### src/mfhd_pkg.sv
`default_nettype none
package mfhd_pkg;

    // Stream and field widths
    localparam int unsigned ByteW = 8;
    localparam int unsigned EventW = 3;
    localparam int unsigned LenW = 28;
    localparam int unsigned MaskW = 16;
    localparam int unsigned NibW = 4;

    // Remaining-length encoding
    localparam int unsigned MaxLengthBytes = 4;
    localparam int unsigned LenGroupBits = 7;
    localparam int unsigned LenCountW = 3;
    localparam int unsigned ShiftW = 5;

    // Queue between the parser and the output stage
    localparam int unsigned QueueDepth = 4;
    localparam int unsigned QueuePtrW = 2;
    localparam int unsigned QueueCntW = 3;

    // Register map
    localparam int unsigned AddrW = 3;
    localparam int unsigned DataW = 32;
    localparam logic RegPassMask = 1'b0;
    localparam logic RegSwallowMask = 1'b1;
    localparam logic [MaskW-1:0] PassMaskReset = 16'h2208;
    localparam logic [MaskW-1:0] SwallowMaskReset = 16'h0800;

    // Event codes
    localparam logic [EventW-1:0] EvHeader = 3'd0;
    localparam logic [EventW-1:0] EvData = 3'd1;
    localparam logic [EventW-1:0] EvSwallowed = 3'd2;
    localparam logic [EventW-1:0] EvBadType = 3'd3;
    localparam logic [EventW-1:0] EvError = 3'd4;

    // Output tdata width: event, type, length, data byte, padded to bytes
    localparam int unsigned OutFieldsW = EventW + ByteW + LenW + ByteW;
    localparam int unsigned OutDataW = ((OutFieldsW + 7) / 8) * 8;

    typedef struct packed {
        logic [EventW-1:0] event_res;
        logic [ByteW-1:0]  packet_type;
        logic [LenW-1:0]   remaining_length;
        logic [ByteW-1:0]  data_byte;
        logic              last;
    } mfhd_item_t;

    typedef struct packed {
        logic [MaskW-1:0] pass_type_mask;
        logic [MaskW-1:0] swallow_type_mask;
    } mfhd_cfg_t;

endpackage
`default_nettype wire

### src/mfhd_front.sv
`default_nettype none
module mfhd_front
    import mfhd_pkg::*;
(
    input  wire logic             aclk,
    input  wire logic             aresetn,
    input  wire logic             in_accept,
    input  wire logic [ByteW-1:0] rx_byte,
    input  wire logic             read_failed,
    input  wire mfhd_cfg_t        cfg,
    output logic                  push_valid,
    output mfhd_item_t            push_item
);

    localparam logic [1:0] PhType = 2'd0;
    localparam logic [1:0] PhLen = 2'd1;
    localparam logic [1:0] PhPayload = 2'd2;

    logic [1:0]           phase_reg, phase_next;
    logic [ByteW-1:0]     type_reg, type_next;
    logic [LenW-1:0]      acc_reg, acc_next;
    logic [LenCountW-1:0] cnt_reg, cnt_next;
    logic [LenW-1:0]      left_reg, left_next;
    logic                 swl_reg, swl_next;

    logic [ShiftW-1:0]    shamt;
    logic [LenW-1:0]      acc_sum;
    logic [LenW-1:0]      left_dec;
    logic [NibW-1:0]      nib;

    // Length group placement and payload countdown
    assign shamt = ShiftW'(LenGroupBits * cnt_reg);
    assign acc_sum = acc_reg + (LenW'(rx_byte[LenGroupBits-1:0]) << shamt);
    assign left_dec = left_reg - LenW'(1);
    assign nib = type_reg[ByteW-1 -: NibW];

    // Parse one transaction and classify the packet
    always_comb begin
        phase_next = phase_reg;
        type_next = type_reg;
        acc_next = acc_reg;
        cnt_next = cnt_reg;
        left_next = left_reg;
        swl_next = swl_reg;
        push_valid = 1'b0;
        push_item = '0;
        if (in_accept) begin
            if (read_failed || phase_reg > PhPayload) begin
                phase_next = PhType;
                acc_next = '0;
                cnt_next = '0;
                left_next = '0;
                swl_next = 1'b0;
                push_valid = 1'b1;
                push_item.event_res = EvError;
                push_item.last = 1'b1;
            end else begin
                case (phase_reg)
                    PhType: begin
                        type_next = rx_byte;
                        acc_next = '0;
                        cnt_next = '0;
                        phase_next = PhLen;
                    end
                    PhLen: begin
                        if (cnt_reg >= LenCountW'(MaxLengthBytes)) begin
                            phase_next = PhType;
                            acc_next = '0;
                            cnt_next = '0;
                            left_next = '0;
                            swl_next = 1'b0;
                            push_valid = 1'b1;
                            push_item.event_res = EvError;
                            push_item.last = 1'b1;
                        end else begin
                            acc_next = acc_sum;
                            cnt_next = cnt_reg + LenCountW'(1);
                            if (!rx_byte[ByteW-1]) begin
                                push_item.packet_type = type_reg;
                                if (cfg.pass_type_mask[nib]) begin
                                    push_valid = 1'b1;
                                    push_item.event_res = EvHeader;
                                    if (acc_sum == '0) begin
                                        push_item.last = 1'b1;
                                        phase_next = PhType;
                                        acc_next = '0;
                                        cnt_next = '0;
                                        left_next = '0;
                                        swl_next = 1'b0;
                                    end else begin
                                        push_item.remaining_length = acc_sum;
                                        phase_next = PhPayload;
                                        swl_next = 1'b0;
                                        left_next = acc_sum;
                                    end
                                end else if (cfg.swallow_type_mask[nib]) begin
                                    if (acc_sum == '0) begin
                                        push_valid = 1'b1;
                                        push_item.event_res = EvSwallowed;
                                        push_item.last = 1'b1;
                                        phase_next = PhType;
                                        acc_next = '0;
                                        cnt_next = '0;
                                        left_next = '0;
                                        swl_next = 1'b0;
                                    end else begin
                                        phase_next = PhPayload;
                                        swl_next = 1'b1;
                                        left_next = acc_sum;
                                    end
                                end else begin
                                    push_valid = 1'b1;
                                    push_item.event_res = EvBadType;
                                    push_item.remaining_length = acc_sum;
                                    push_item.last = 1'b1;
                                    phase_next = PhType;
                                    acc_next = '0;
                                    cnt_next = '0;
                                    left_next = '0;
                                    swl_next = 1'b0;
                                end
                            end
                        end
                    end
                    default: begin
                        // Payload: count down, forward or drop
                        left_next = left_dec;
                        push_item.packet_type = type_reg;
                        push_item.remaining_length = acc_reg;
                        if (left_dec == '0) begin
                            push_valid = 1'b1;
                            push_item.last = 1'b1;
                            push_item.event_res = swl_reg ? EvSwallowed : EvData;
                            push_item.data_byte = swl_reg ? '0 : rx_byte;
                            phase_next = PhType;
                            acc_next = '0;
                            cnt_next = '0;
                            swl_next = 1'b0;
                        end else if (!swl_reg) begin
                            push_valid = 1'b1;
                            push_item.event_res = EvData;
                            push_item.data_byte = rx_byte;
                        end
                    end
                endcase
            end
        end
    end

    // Parser state registers
    always_ff @(posedge aclk) begin
        if (!aresetn) begin
            phase_reg <= PhType;
            type_reg <= '0;
            acc_reg <= '0;
            cnt_reg <= '0;
            left_reg <= '0;
            swl_reg <= 1'b0;
        end else begin
            phase_reg <= phase_next;
            type_reg <= type_next;
            acc_reg <= acc_next;
            cnt_reg <= cnt_next;
            left_reg <= left_next;
            swl_reg <= swl_next;
        end
    end

endmodule
`default_nettype wire

### src/mfhd_queue.sv
`default_nettype none
module mfhd_queue
    import mfhd_pkg::*;
(
    input  wire logic       aclk,
    input  wire logic       aresetn,
    input  wire logic       push,
    input  wire mfhd_item_t push_item,
    input  wire logic       pop,
    output logic            full,
    output logic            not_empty,
    output mfhd_item_t      head
);

    mfhd_item_t           mem_reg [QueueDepth];
    logic [QueuePtrW-1:0] wr_ptr_reg, wr_ptr_next;
    logic [QueuePtrW-1:0] rd_ptr_reg, rd_ptr_next;
    logic [QueueCntW-1:0] cnt_reg, cnt_next;
    logic                 do_push, do_pop;

    assign full = (cnt_reg == QueueCntW'(QueueDepth));
    assign not_empty = (cnt_reg != '0);
    assign head = mem_reg[rd_ptr_reg];
    assign do_push = push && !full;
    assign do_pop = pop && not_empty;

    // Advance pointers and occupancy
    always_comb begin
        wr_ptr_next = do_push ? wr_ptr_reg + QueuePtrW'(1) : wr_ptr_reg;
        rd_ptr_next = do_pop ? rd_ptr_reg + QueuePtrW'(1) : rd_ptr_reg;
        cnt_next = cnt_reg;
        if (do_push && !do_pop) begin
            cnt_next = cnt_reg + QueueCntW'(1);
        end else if (do_pop && !do_push) begin
            cnt_next = cnt_reg - QueueCntW'(1);
        end
    end

    always_ff @(posedge aclk) begin
        if (!aresetn) begin
            wr_ptr_reg <= '0;
            rd_ptr_reg <= '0;
            cnt_reg <= '0;
        end else begin
            wr_ptr_reg <= wr_ptr_next;
            rd_ptr_reg <= rd_ptr_next;
            cnt_reg <= cnt_next;
        end
    end

    // Store entries
    always_ff @(posedge aclk) begin
        if (do_push) begin
            mem_reg[wr_ptr_reg] <= push_item;
        end
    end

endmodule
`default_nettype wire

### src/mfhd_back.sv
`default_nettype none
module mfhd_back
    import mfhd_pkg::*;
(
    input  wire logic              aclk,
    input  wire logic              aresetn,
    input  wire logic              q_not_empty,
    input  wire mfhd_item_t        q_head,
    output logic                   q_pop,
    output logic                   m_tvalid,
    input  wire logic              m_tready,
    output logic [OutDataW-1:0]    m_tdata,
    output logic                   m_tlast
);

    logic       valid_reg, valid_next;
    mfhd_item_t item_reg;

    // Load the output register when it is empty or being taken
    assign q_pop = q_not_empty && (!valid_reg || m_tready);

    always_comb begin
        valid_next = valid_reg;
        if (q_pop) begin
            valid_next = 1'b1;
        end else if (m_tready) begin
            valid_next = 1'b0;
        end
    end

    always_ff @(posedge aclk) begin
        if (!aresetn) begin
            valid_reg <= 1'b0;
        end else begin
            valid_reg <= valid_next;
        end
    end

    always_ff @(posedge aclk) begin
        if (q_pop) begin
            item_reg <= q_head;
        end
    end

    // Pack fields, event in the lowest bits
    assign m_tvalid = valid_reg;
    assign m_tlast = item_reg.last;
    assign m_tdata = OutDataW'({item_reg.data_byte, item_reg.remaining_length,
                                item_reg.packet_type, item_reg.event_res});

endmodule
`default_nettype wire

### src/mqtt_fixed_header_deframer_top.sv
// Path: the parser writes a byte's result into the queue when the byte is accepted, and
//   the output register then loads it from the queue and drives m_tvalid.
// Throughput: one byte per cycle while the queue is not full; the four-entry queue and output register
//   let the input keep accepting while a result waits on m_tready.
// Reset: synchronous active-low aresetn returns the parser to the type byte,
//   empties the queue and output, and loads the mask registers' defaults.
`default_nettype none
module mqtt_fixed_header_deframer_top
    import mfhd_pkg::*;
(
    input  wire logic                aclk,
    input  wire logic                aresetn,
    // Input stream
    input  wire logic                s_tvalid,
    output logic                     s_tready,
    input  wire logic [ByteW-1:0]    s_tdata,   // [7:0] rx_byte
    input  wire logic [0:0]          s_tuser,   // [0] read_failed
    // Result stream
    output logic                     m_tvalid,
    input  wire logic                m_tready,
    output logic [OutDataW-1:0]      m_tdata,   // [2:0] event_res, [10:3] packet_type,
                                                // [38:11] remaining_length,
                                                // [46:39] data_byte, [47] zero
    output logic                     m_tlast,   // last
    // Configuration port
    input  wire logic                psel,
    input  wire logic                penable,
    input  wire logic                pwrite,
    input  wire logic [AddrW-1:0]    paddr,
    input  wire logic [DataW-1:0]    pwdata,
    output logic [DataW-1:0]         prdata,
    output logic                     pready
);

    mfhd_cfg_t  cfg_reg;
    logic       cfg_wr;
    logic       in_accept;
    logic       push_valid;
    mfhd_item_t push_item;
    logic       q_full, q_not_empty, q_pop;
    mfhd_item_t q_head;

    // Configuration registers
    assign pready = 1'b1;
    assign cfg_wr = psel && penable && pwrite;

    always_ff @(posedge aclk) begin
        if (!aresetn) begin
            cfg_reg.pass_type_mask <= PassMaskReset;
            cfg_reg.swallow_type_mask <= SwallowMaskReset;
        end else if (cfg_wr) begin
            if (paddr[2] == RegPassMask) begin
                cfg_reg.pass_type_mask <= pwdata[MaskW-1:0];
            end else begin
                cfg_reg.swallow_type_mask <= pwdata[MaskW-1:0];
            end
        end
    end

    always_comb begin
        if (paddr[2] == RegSwallowMask) begin
            prdata = DataW'(cfg_reg.swallow_type_mask);
        end else begin
            prdata = DataW'(cfg_reg.pass_type_mask);
        end
    end

    // Accept whenever the queue has room
    assign s_tready = !q_full;
    assign in_accept = s_tvalid && s_tready;

    mfhd_front u_front (
        .aclk        (aclk),
        .aresetn     (aresetn),
        .in_accept   (in_accept),
        .rx_byte     (s_tdata),
        .read_failed (s_tuser[0]),
        .cfg         (cfg_reg),
        .push_valid  (push_valid),
        .push_item   (push_item)
    );

    mfhd_queue u_queue (
        .aclk      (aclk),
        .aresetn   (aresetn),
        .push      (push_valid),
        .push_item (push_item),
        .pop       (q_pop),
        .full      (q_full),
        .not_empty (q_not_empty),
        .head      (q_head)
    );

    mfhd_back u_back (
        .aclk        (aclk),
        .aresetn     (aresetn),
        .q_not_empty (q_not_empty),
        .q_head      (q_head),
        .q_pop       (q_pop),
        .m_tvalid    (m_tvalid),
        .m_tready    (m_tready),
        .m_tdata     (m_tdata),
        .m_tlast     (m_tlast)
    );

endmodule
`default_nettype wire
### config.mk
export PLATFORM = sky130hd
export DESIGN_NAME = mqtt_fixed_header_deframer_top
export DESIGN_NICKNAME = d
export VERILOG_FILES = /design/src/mfhd_pkg.sv /design/src/mfhd_front.sv /design/src/mfhd_queue.sv /design/src/mfhd_back.sv /design/src/mqtt_fixed_header_deframer_top.sv
export SDC_FILE = /design/constraint.sdc
export NUM_CORES = 1
export LEC_CHECK = 0
export ABC_AREA = 1
export BUFFER_PORTS_ARGS = -buffer_cell sky130_fd_sc_hd__buf_2
export CORE_MARGIN = 4
export CORE_UTILIZATION = 40
export DETAILED_ROUTE_END_ITERATION = 8
export GPL_TIMING_DRIVEN = 0
export PLACE_DENSITY = 0.63
export SYNTH_ARGS = -nofsm -noshare
export SYNTH_HDL_FRONTEND = slang
export SYNTH_HIERARCHICAL = 1
export SYNTH_SLANG_ARGS = --single-unit
### constraint.sdc
create_clock -name aclk -period 9.74 [get_ports aclk]
set_input_delay 1.461 -clock aclk [delete_from_list [all_inputs] [get_ports aclk]]
set_output_delay 1.461 -clock aclk [all_outputs]
set_load 0.005 [all_outputs]
==> results by stage, run 1 <==
Die:
- The initial utilization of the core area, before any placement, comes to between 40 and 50%.
- The core region is about 47000 µm².
- The count of standard-cell rows is 79.
- The die height is 226 µm.
- The chip width is 226 µm.
- The area of the die is around 50000 µm².
- The number of I/O pins is roughly 140.

Routing:
- The detailed-route wire length per cell is 18.8 µm.
- The total number of vias is 16500.
- The final antenna-violating net count is 0.
- The number of vias per cell after detailed routing is 5.32.
- Before antenna repair, the detailed router went through 5 iterations.
- After detailed routing, the number of remaining DRC violations is 0.
- Summed over all layers, the routed wires come to 58.3 mm.
- The initial detailed-routing violation count is 1313.

Power:
- The proportion of total power due to net switching is 35.4%.
- In this run the power density over the cells is 236 nW/µm².
- The analysis attributes to net switching a power of 1.81 mW.
- The relative contribution of the clock network to total power is 28.7%.
- Summed over all cells, the static leakage comes to between 8 and 9 nW.
- Sequential cells account for 38.6% of the total power.
- The cell internal power dissipation is 3.30 mW.
- The maximum VDD drop is 0.000175 V.
- The combinational fraction of design power is about a third.

Layout:
- The most frequent standard cell in the layout excluding fill and tap cells is sky130_fd_sc_hd__nand2_1.
- The flip-flop count of the largest register, all copies and words added is 192.
- Relative to the synthesized area, the layout overhead comes to 14.3%.
- The count of nets after finishing is 2557.
- The sequential cell area is 9450 µm².
- The number of fill cells is 4530.
- The area of combinational cells with multiple inputs is roughly 8000 µm².
- Of the cells placed in the final design, the portion with a size suffix greater than 1 is 12.5%.
- The top cell types in the final layout, fill and taps aside, are sky130_fd_sc_hd__nand2_1 (544), sky130_fd_sc_hd__nor2_1 (312), sky130_fd_sc_hd__edfxtp_1 (240).

Clock tree:
- TritonCTS built the clock tree.
- The clock net in this run drives a total of 352 sinks.
- The number of buffers added to fix hold violations after cts is 0.
- The clock-pin slew reported for the worst setup and hold paths after clock tree synthesis is approximately 0.060 ns.
- The post-CTS setup buffer count is 0.
- The clock tree buffer depth is 3.
- In this run, CTS created clock tree buffers numbering 41.
- The H-tree depth is 2.
- The worst-skew pair later-pin latency is 0.55 ns.
- In this run, post-CTS repair resized a total of 0 instances.
- The clock tree root buffer cell is sky130_fd_sc_hd__clkbuf_16.

Worst hold path:
- The kind of path behind the tightest hold check is register to register.

STA:
- After layout, the worst path uses between 70% and 80% of the clock period.
- The worst clock skew on the final layout is about 0.016 ns.
- Setup slack closes at 2.37 ns.
- The tightest hold path in the finished design has a slack of 0.455 ns.
- The final-report max-slew violation count was 0.
- The final period demand of the worst path is roughly 7.4 ns.
- For the pin with the worst max-slew slack, the measured transition is just under 0.9 ns.
- Derived from the worst setup path, the maximum achievable clock frequency is 136 MHz.
- Setup repair after global routing left no endpoint under its margin.
- The hold violation total from the final report is 0.
- The final-report setup violation count is 0.
- In this run the tightest slew margin relative to its limit is 41.7%.

Worst setup path:
- The library cell contributing the largest single delay on the critical path is sky130_fd_sc_hd__nor2_4.
- The highest cell delay on the worst timing path is 0.74 ns.
- The type of the worst setup path is register to register.
- The critical path required time is 9.97 ns.
- The maximum fanout along the worst path is 25.
- The arrival time at the worst endpoint is approximately 7.6 ns.
- The startpoint type of the worst setup path is a register.
- STA classifies the critical path endpoint as a register.

Synth:
- The total of warnings raised by yosys is 6.
- The count of flip-flops with a built-in enable after synthesis is 240.
- After synthesis the netlist holds a flip-flop and latch count of between 300 and 400.
- After synthesis, the netlist uses between 50 and 60 different library cells.
- Summing every instance area after synthesis gives 18900 µm².
- After synthesis, flip-flops and latches occupy 49.9% of the total area.
- In the synthesized netlist the async set-or-reset flop fraction comes to 0%.
- Synthesis produced 2304 cells.
- In the synthesized netlist the dominant register cell turns out to be sky130_fd_sc_hd__edfxtp_1.
- The post-synthesis area per instance is approximately 8.2 µm².

GRT:
- The total routing usage reported by global routing is 22.4%.
- The number of global-route vias before repair is 15500.
- The largest net degree at the start of global routing is 33.
- The overflow left after global routing is 0.
- The first global-routing pass estimated a little under 90 mm of wire.
- The number of antenna violations at the first check in global routing is 1.

Outcome:
- The flow ran to the end, and the final reports show no timing, DRC or antenna violations.

Placed design:
- Routability-driven placement finished with a final weighted congestion of 0.970.
- OpenSTA, run right after detailed placement, puts the worst setup slack at around 2.5 ns.
- The quantity of I/O buffers inserted on ports is 97.
- Summed over all nets, the half-perimeter wirelength after detailed placement is 44.1 mm.

Run:
- Across the run, the number of max-cap violations was 0.
## Yosys cell counts, types with 2 or more instances
cell                       number  area share [%]
sky130_fd_sc_hd__nand2_1      544              11
sky130_fd_sc_hd__nor2_1       316             6.3
sky130_fd_sc_hd__edfxtp_1     240              38
sky130_fd_sc_hd__inv_1        206             4.1
sky130_fd_sc_hd__o21ai_0      179             4.7
sky130_fd_sc_hd__nand3_1      138             3.6
sky130_fd_sc_hd__a21oi_1      128             3.4
sky130_fd_sc_hd__dfxtp_1      112              12
sky130_fd_sc_hd__o22ai_1       54             1.8
sky130_fd_sc_hd__clkbuf_1      43            0.85
sky130_fd_sc_hd__ha_1          38             2.5
sky130_fd_sc_hd__nand3b_1      31             1.2
sky130_fd_sc_hd__buf_4         25            0.99
sky130_fd_sc_hd__buf_2         24            0.63
sky130_fd_sc_hd__nand4_1       24            0.79
sky130_fd_sc_hd__nor2_2        24            0.79
sky130_fd_sc_hd__nor3_1        23            0.61
sky130_fd_sc_hd__buf_6         13            0.77
sky130_fd_sc_hd__o32ai_1       12            0.56
sky130_fd_sc_hd__o21ai_1       11            0.29
sky130_fd_sc_hd__xor2_1        11            0.51
sky130_fd_sc_hd__a21oi_2       10            0.46
sky130_fd_sc_hd__o211ai_1       9            0.36
sky130_fd_sc_hd__nand2_2        8            0.26
sky130_fd_sc_hd__nand3_2        8            0.42
sky130_fd_sc_hd__and2_1         6            0.20
sky130_fd_sc_hd__buf_1          6            0.12
sky130_fd_sc_hd__inv_2          6            0.12
sky130_fd_sc_hd__nor2_4         6            0.36
sky130_fd_sc_hd__clkbuf_2       5            0.13
sky130_fd_sc_hd__fa_1           4            0.42
sky130_fd_sc_hd__xnor2_1        4            0.19
sky130_fd_sc_hd__conb_1         3           0.059
sky130_fd_sc_hd__nand2_4        3            0.18
sky130_fd_sc_hd__nand3b_2       3            0.18
sky130_fd_sc_hd__o221ai_1       3            0.14
sky130_fd_sc_hd__a31oi_1        2           0.066
sky130_fd_sc_hd__buf_12         2            0.21
sky130_fd_sc_hd__clkbuf_4       2           0.079
sky130_fd_sc_hd__nor2_8         2            0.21
sky130_fd_sc_hd__nor4_1         2           0.066
sky130_fd_sc_hd__o21bai_1       2           0.079
sky130_fd_sc_hd__o31ai_1        2           0.079
## routing by layer
| layer | wire, µm | share of wire (%) | global-route usage [%] | up-vias |
|---|---|---|---|---|
| li1 | - | - | - | 8010 |
| met1 | 24900 | 43 | 30.5 | 7811 |
| met2 | 27400 | 47 | 36.9 | 560 |
| met3 | 3950 | 6.8 | 3.53 | 113 |
| met4 | 1960 | 3.4 | 7.35 | 0 |
| met5 | 0 | 0 | 0 | - |
## per-stage QoR
stage	std cells	TNS, ns	util (%)	total power, mW	instance area, µm²
floorplan	2319	0	-	3.10	19000
global placement	3023	-24.91	43.4	3.65	20200
detailed placement	3028	0	43.7	3.68	20400
CTS	3097	0	46.4	5.16	21600
global route	3098	0	46.4	5.42	21600
finish	3098	0	46.4	5.11	21600
## critical path, delay by kind of cell (launching register included)
family,cells,cell delay (ns)
buf+inv,4,1.13
flops,1,0.43
compound gates,2,0.44
simple gates,14,2.81
fa+ha+maj,4,1.56
xor+xnor,1,0.64
## final cells by class
class / instances / share of cell area (%)
diodes: 1 / 0.0116
plain buffers: 121 / 3.39
clock buffers: 49 / 4.97
clock inverters: 20 / 0.896
inverters: 214 / 3.73
multi-input cells: 1632 / 37.1
flip-flops and latches: 352 / 43.7
well taps: 607 / 3.51
repair buffers: 102 / 2.71
## worst paths after layout
check,startpoint,endpoint,slack (ns),cells after the start
worst max-delay path,u_front/cnt_reg[2],u_queue/mem_reg[2][13],2.37,25
worst max register to register,u_front/cnt_reg[2],u_queue/mem_reg[2][13],2.37,25
worst min-delay path,u_front/type_reg[1],u_front/type_reg[1],0.45,2
worst min register to register,u_front/type_reg[1],u_front/type_reg[1],0.45,2
## cell families after synthesis
logic type      share of synthesized area [%]
compound gates                           12.1
xor+xnor                                0.780
fa+ha+maj                                2.93
buf+inv                                  8.14
flops                                    49.9
other cells                            0.0595
simple gates                             26.1
## power groups by stage
| stage | Clock (mW) | Combinational [mW] | Sequential (mW) |
|---|---|---|---|
| 6_report | 1.47 | 1.67 | 1.97 |
| 5_1_grt | 1.57 | 1.86 | 1.99 |
| 4_1_cts | 1.51 | 1.68 | 1.98 |
| 3_5_place_dp | 0 | 1.67 | 2.01 |
| 3_3_place_gp | 0 | 1.62 | 2.03 |
| 2_1_floorplan | 0 | 1.08 | 2.02 |
No activity file was read; power rests on OpenSTA's default activity.
==> run 2: changes to the inputs <==
- PLACE_DENSITY: 0.63 -> 0.65
- clock period: 9.74 -> 6.4 ns (I/O delays scaled with it)
==> run 2 against run 1 <==
  * Worst setup slack lost 2.0 ns
  * Largest power group unchanged
  * Flip-flop and latch count is the same
  * Hold slack gained 0.0055 ns
  * Critical path type unchanged
  * Routed wire length shrank 0.96%
  * Global-route usage shrank 0.21 points
  * Utilization grew 0.80 points
  * Register-to-register slack lost 2.0 ns
  * Final area grew 1.7%
  * Sequential power grew 53%
  * Clock power grew 48%
  * Die area is the same
==> results by stage, run 2 (same netlist as run 1, synthesis figures left out) <==
Die:
- For this configuration, the core starts out at a cell density of between 40 and 50%.
- The core footprint is 46700 µm².
- The floorplan step defined a die boundary enclosing roughly 51000 µm².
- roughly 140 I/O pins were placed.
- The die height is 226 µm.
- The chip width is 226 µm.
- The count of standard-cell rows is 79.

Clock tree:
- The CTS buffer count is 38.
- The clock tree buffer depth is 3.
- The cell sitting at the root of the clock tree is a sky130_fd_sc_hd__clkbuf_16.
- CTS built an H-tree with a depth of 2.
- Counting every sink on the clock net gives 352.
- The clock-pin slew reported for the worst setup and hold paths after clock tree synthesis is 0.07 ns.
- The clock tree from TritonCTS is done.
- At the later pin of the worst-skew pair, clock insertion delay measures 0.56 ns.

Worst setup path:
- The critical path required time is 6.64 ns.
- The worst register-to-register path has a setup slack of between 0.4 and 0.5 ns.
- The type of the worst setup path is register to register.
- The worst setup path is captured at a register.
- Along the worst path, the maximum fanout reaches 28.
- The worst setup path is launched from a register.
- The arrival time at the worst endpoint is 6.23 ns.
- Counting cells, the worst reg-to-reg path comes to 26.

Placed design:
- The number of cells in the design after placement is 3031.
- The wire-length estimate of the detail-placed layout is 43.8 mm.
- Input and output buffers added on the ports amount to 97.
- The global placement routability congestion is between 1 and 1.5.

Power:
- The combinational fraction of design power is 33.3%.
- The internal power of the cells totals around 5.0 mW.
- For this design the ratio of total power to cell area is 353 nW/µm².
- Of the total power, the share spent switching nets is a little over a third.
- The clock network accounts for 28.0% of the total power.
- The total design power is roughly 7.8 mW.
- The maximum VDD drop is 0.000246 V.
- The analysis attributes to cell leakage a power of ~9 nW.
- The share of total power dissipated in sequential elements is 38.6%.
- The total net switching power is 2.77 mW.

STA:
- Timing would allow up to 167 MHz.
- The transition time at the pin with the least slew margin is 0.847 ns.
- On the final layout, the worst clock skew is 0.0184 ns.
- In this run the tightest slew margin relative to its limit is between 40% and 50%.
- The final-report max-slew violation count is 0.
- Subtracting the final worst setup slack from the clock period gives roughly 6 ns.
- The hold violation total from the final report is 0.
- Setup violations remaining at the end of the flow were counted as 0.
- The part of the cycle the worst path needs is 93.7%.

Run:
- The max-cap check violation count is 0.

Layout:
- The flip-flop count of the largest register, all copies and words added is 192.
- The multi-input combinational cells in the finished layout cover a total of 8280 µm².
- In the final design database the tool counted 2566 nets.
- In the layout the commonest cells are sky130_fd_sc_hd__nand2_1 (530), sky130_fd_sc_hd__nor2_1 (303), sky130_fd_sc_hd__edfxtp_1 (240).
- The area growth from synthesis to layout is 16.3%.
- The final instance count without filler cells is 3108.
- The sequential cell area is between 9000 and 10000 µm².
- The post-route netlist has 14.8% of its cells at a drive strength greater than 1.
- The library cell used most frequently in the layout, excluding fill and tap cells, is sky130_fd_sc_hd__nand2_1.
- The number of fill cells is 4480.

GRT:
- The number of antenna violations at the first check in global routing was 2.
- The first global-routing pass estimated 89.0 mm of wire.
- In the global route stage, overall resource usage came out at around 22%.
- The number of global-route vias before repair was between 15000 and 20000.
- The largest net degree at the start of global routing is 33.
- Global routing finished with a remaining overflow of 0.

Routing:
- The detailed-route wire length per cell is 18.6 µm.
- The total wirelength of the detailed-routed design is about 58 mm.
- In this run, the number of DRC markers left after iteration 0 of detailed routing was 1363.
- The pre-antenna-repair detailed-routing pass consisted of 6 iterations.
- Using the TritonRoute via totals, the vias-per-cell ratio works out to 5.32.
- The total DRC errors in the routed layout is 0.
- The final route contains around 17000 vias.
- The final antenna-violating net count is 0.

Outcome:
- The run finished with clean final reports.

Worst hold path:
- Along the worst hold path, the cell count comes to 2.
- The path class of the tightest hold or removal check is register to register.
==> run 2: cell types whose count changed in the layout (fill, tap and decap cells not counted), sizes merged <==
cell      change
nor2          +1
clkinvlp      -3
buf          +13
clkbuf        -1
==> run 2: repair_timing <==
action / in CTS / in global routing
buffers inserted: 1 / 8
hold buffers: 0 / 0
resized for setup: 15 / 62
endpoints found under the setup margin: 194 / 164
gates cloned: 1 / 0
pin swaps: 2 / 7
==> run 2: path summary, 6_finish.rpt <==
check / start / endpoint
worst max register to register: u_front/cnt_reg[0] / u_queue/mem_reg[2][15]
worst max-delay path: u_front/cnt_reg[0] / u_queue/mem_reg[2][15]
worst min register to register: u_front/type_reg[1] / u_front/type_reg[1]
worst min-delay path: u_front/type_reg[1] / u_front/type_reg[1]
==> run 2: final cells by class <==
class,count,area share [%]
tap,607,3.45
clock inverter,17,0.864
timing repair buffer,114,3.38
clock buffer,50,4.71
inverter,214,3.68
sequential,352,42.9
buffer,120,3.39
antenna,1,0.0114
multi-input combinational,1633,37.6
==> run 2: power by group through the flow <==
stage	sequential, mW	combinational (mW)	clock (mW)
after floorplan	3.08	1.64	0
after global placement	3.08	2.45	0
after detailed placement	3.06	2.55	0
after CTS	3.01	2.57	2.22
after global routing	3.04	2.86	2.31
final	3.01	2.59	2.18
==> run 2: critical path: stages (launching register included) <==
cell	delay (ns)
sky130_fd_sc_hd__dfxtp_1	0.38
sky130_fd_sc_hd__fa_1	0.56
sky130_fd_sc_hd__ha_1	0.14
sky130_fd_sc_hd__inv_1	0.05
sky130_fd_sc_hd__fa_2	0.66
sky130_fd_sc_hd__buf_6	0.18
sky130_fd_sc_hd__nand4_1	0.18
sky130_fd_sc_hd__nor2_2	0.29
sky130_fd_sc_hd__ha_4	0.26
sky130_fd_sc_hd__or2_1	0.24
sky130_fd_sc_hd__nand3_1	0.15
sky130_fd_sc_hd__nand2_2	0.11
sky130_fd_sc_hd__nand2_1	0.09
sky130_fd_sc_hd__nand2_1	0.10
sky130_fd_sc_hd__nand2_1	0.11
sky130_fd_sc_hd__nand3_1	0.08
sky130_fd_sc_hd__nand2_1	0.21
sky130_fd_sc_hd__nand3_1	0.12
sky130_fd_sc_hd__nor2_1	0.13
sky130_fd_sc_hd__nand2_2	0.12
sky130_fd_sc_hd__nand2_1	0.09
sky130_fd_sc_hd__o21ai_0	0.12
sky130_fd_sc_hd__a21oi_2	0.26
sky130_fd_sc_hd__nand2_4	0.12
sky130_fd_sc_hd__buf_4	0.17
sky130_fd_sc_hd__nor2_4	0.40
sky130_fd_sc_hd__buf_12	0.27
==> run 2: stage by stage <==
stage	worst slack (ns)	setup TNS (ns)	utilization (%)	cell area (µm²)	hold WS [ns]
finish	0.403	0	47.2	22000	0.460
global placement	-3.32	-627.36	43.4	20200	0.444
floorplan	-0.356	-68.33	-	19000	0.431
detailed placement	-0.715	-92.27	43.9	20500	0.451
global route	-0.0287	-0.0287	47.2	22000	0.490
CTS	0.0157	0	46.6	21700	0.460
==> run 2: routing by layer <==
| metal | share of wire, % | GRT usage, % | vias up |
|---|---|---|---|
| met2 | 48 | 37.8 | 552 |
| met4 | 2.9 | 6.34 | 0 |
| li1 | - | - | 8032 |
| met1 | 43 | 29.6 | 7841 |
| met5 | 0 | 0 | - |
| met3 | 6.0 | 3.41 | 106 |
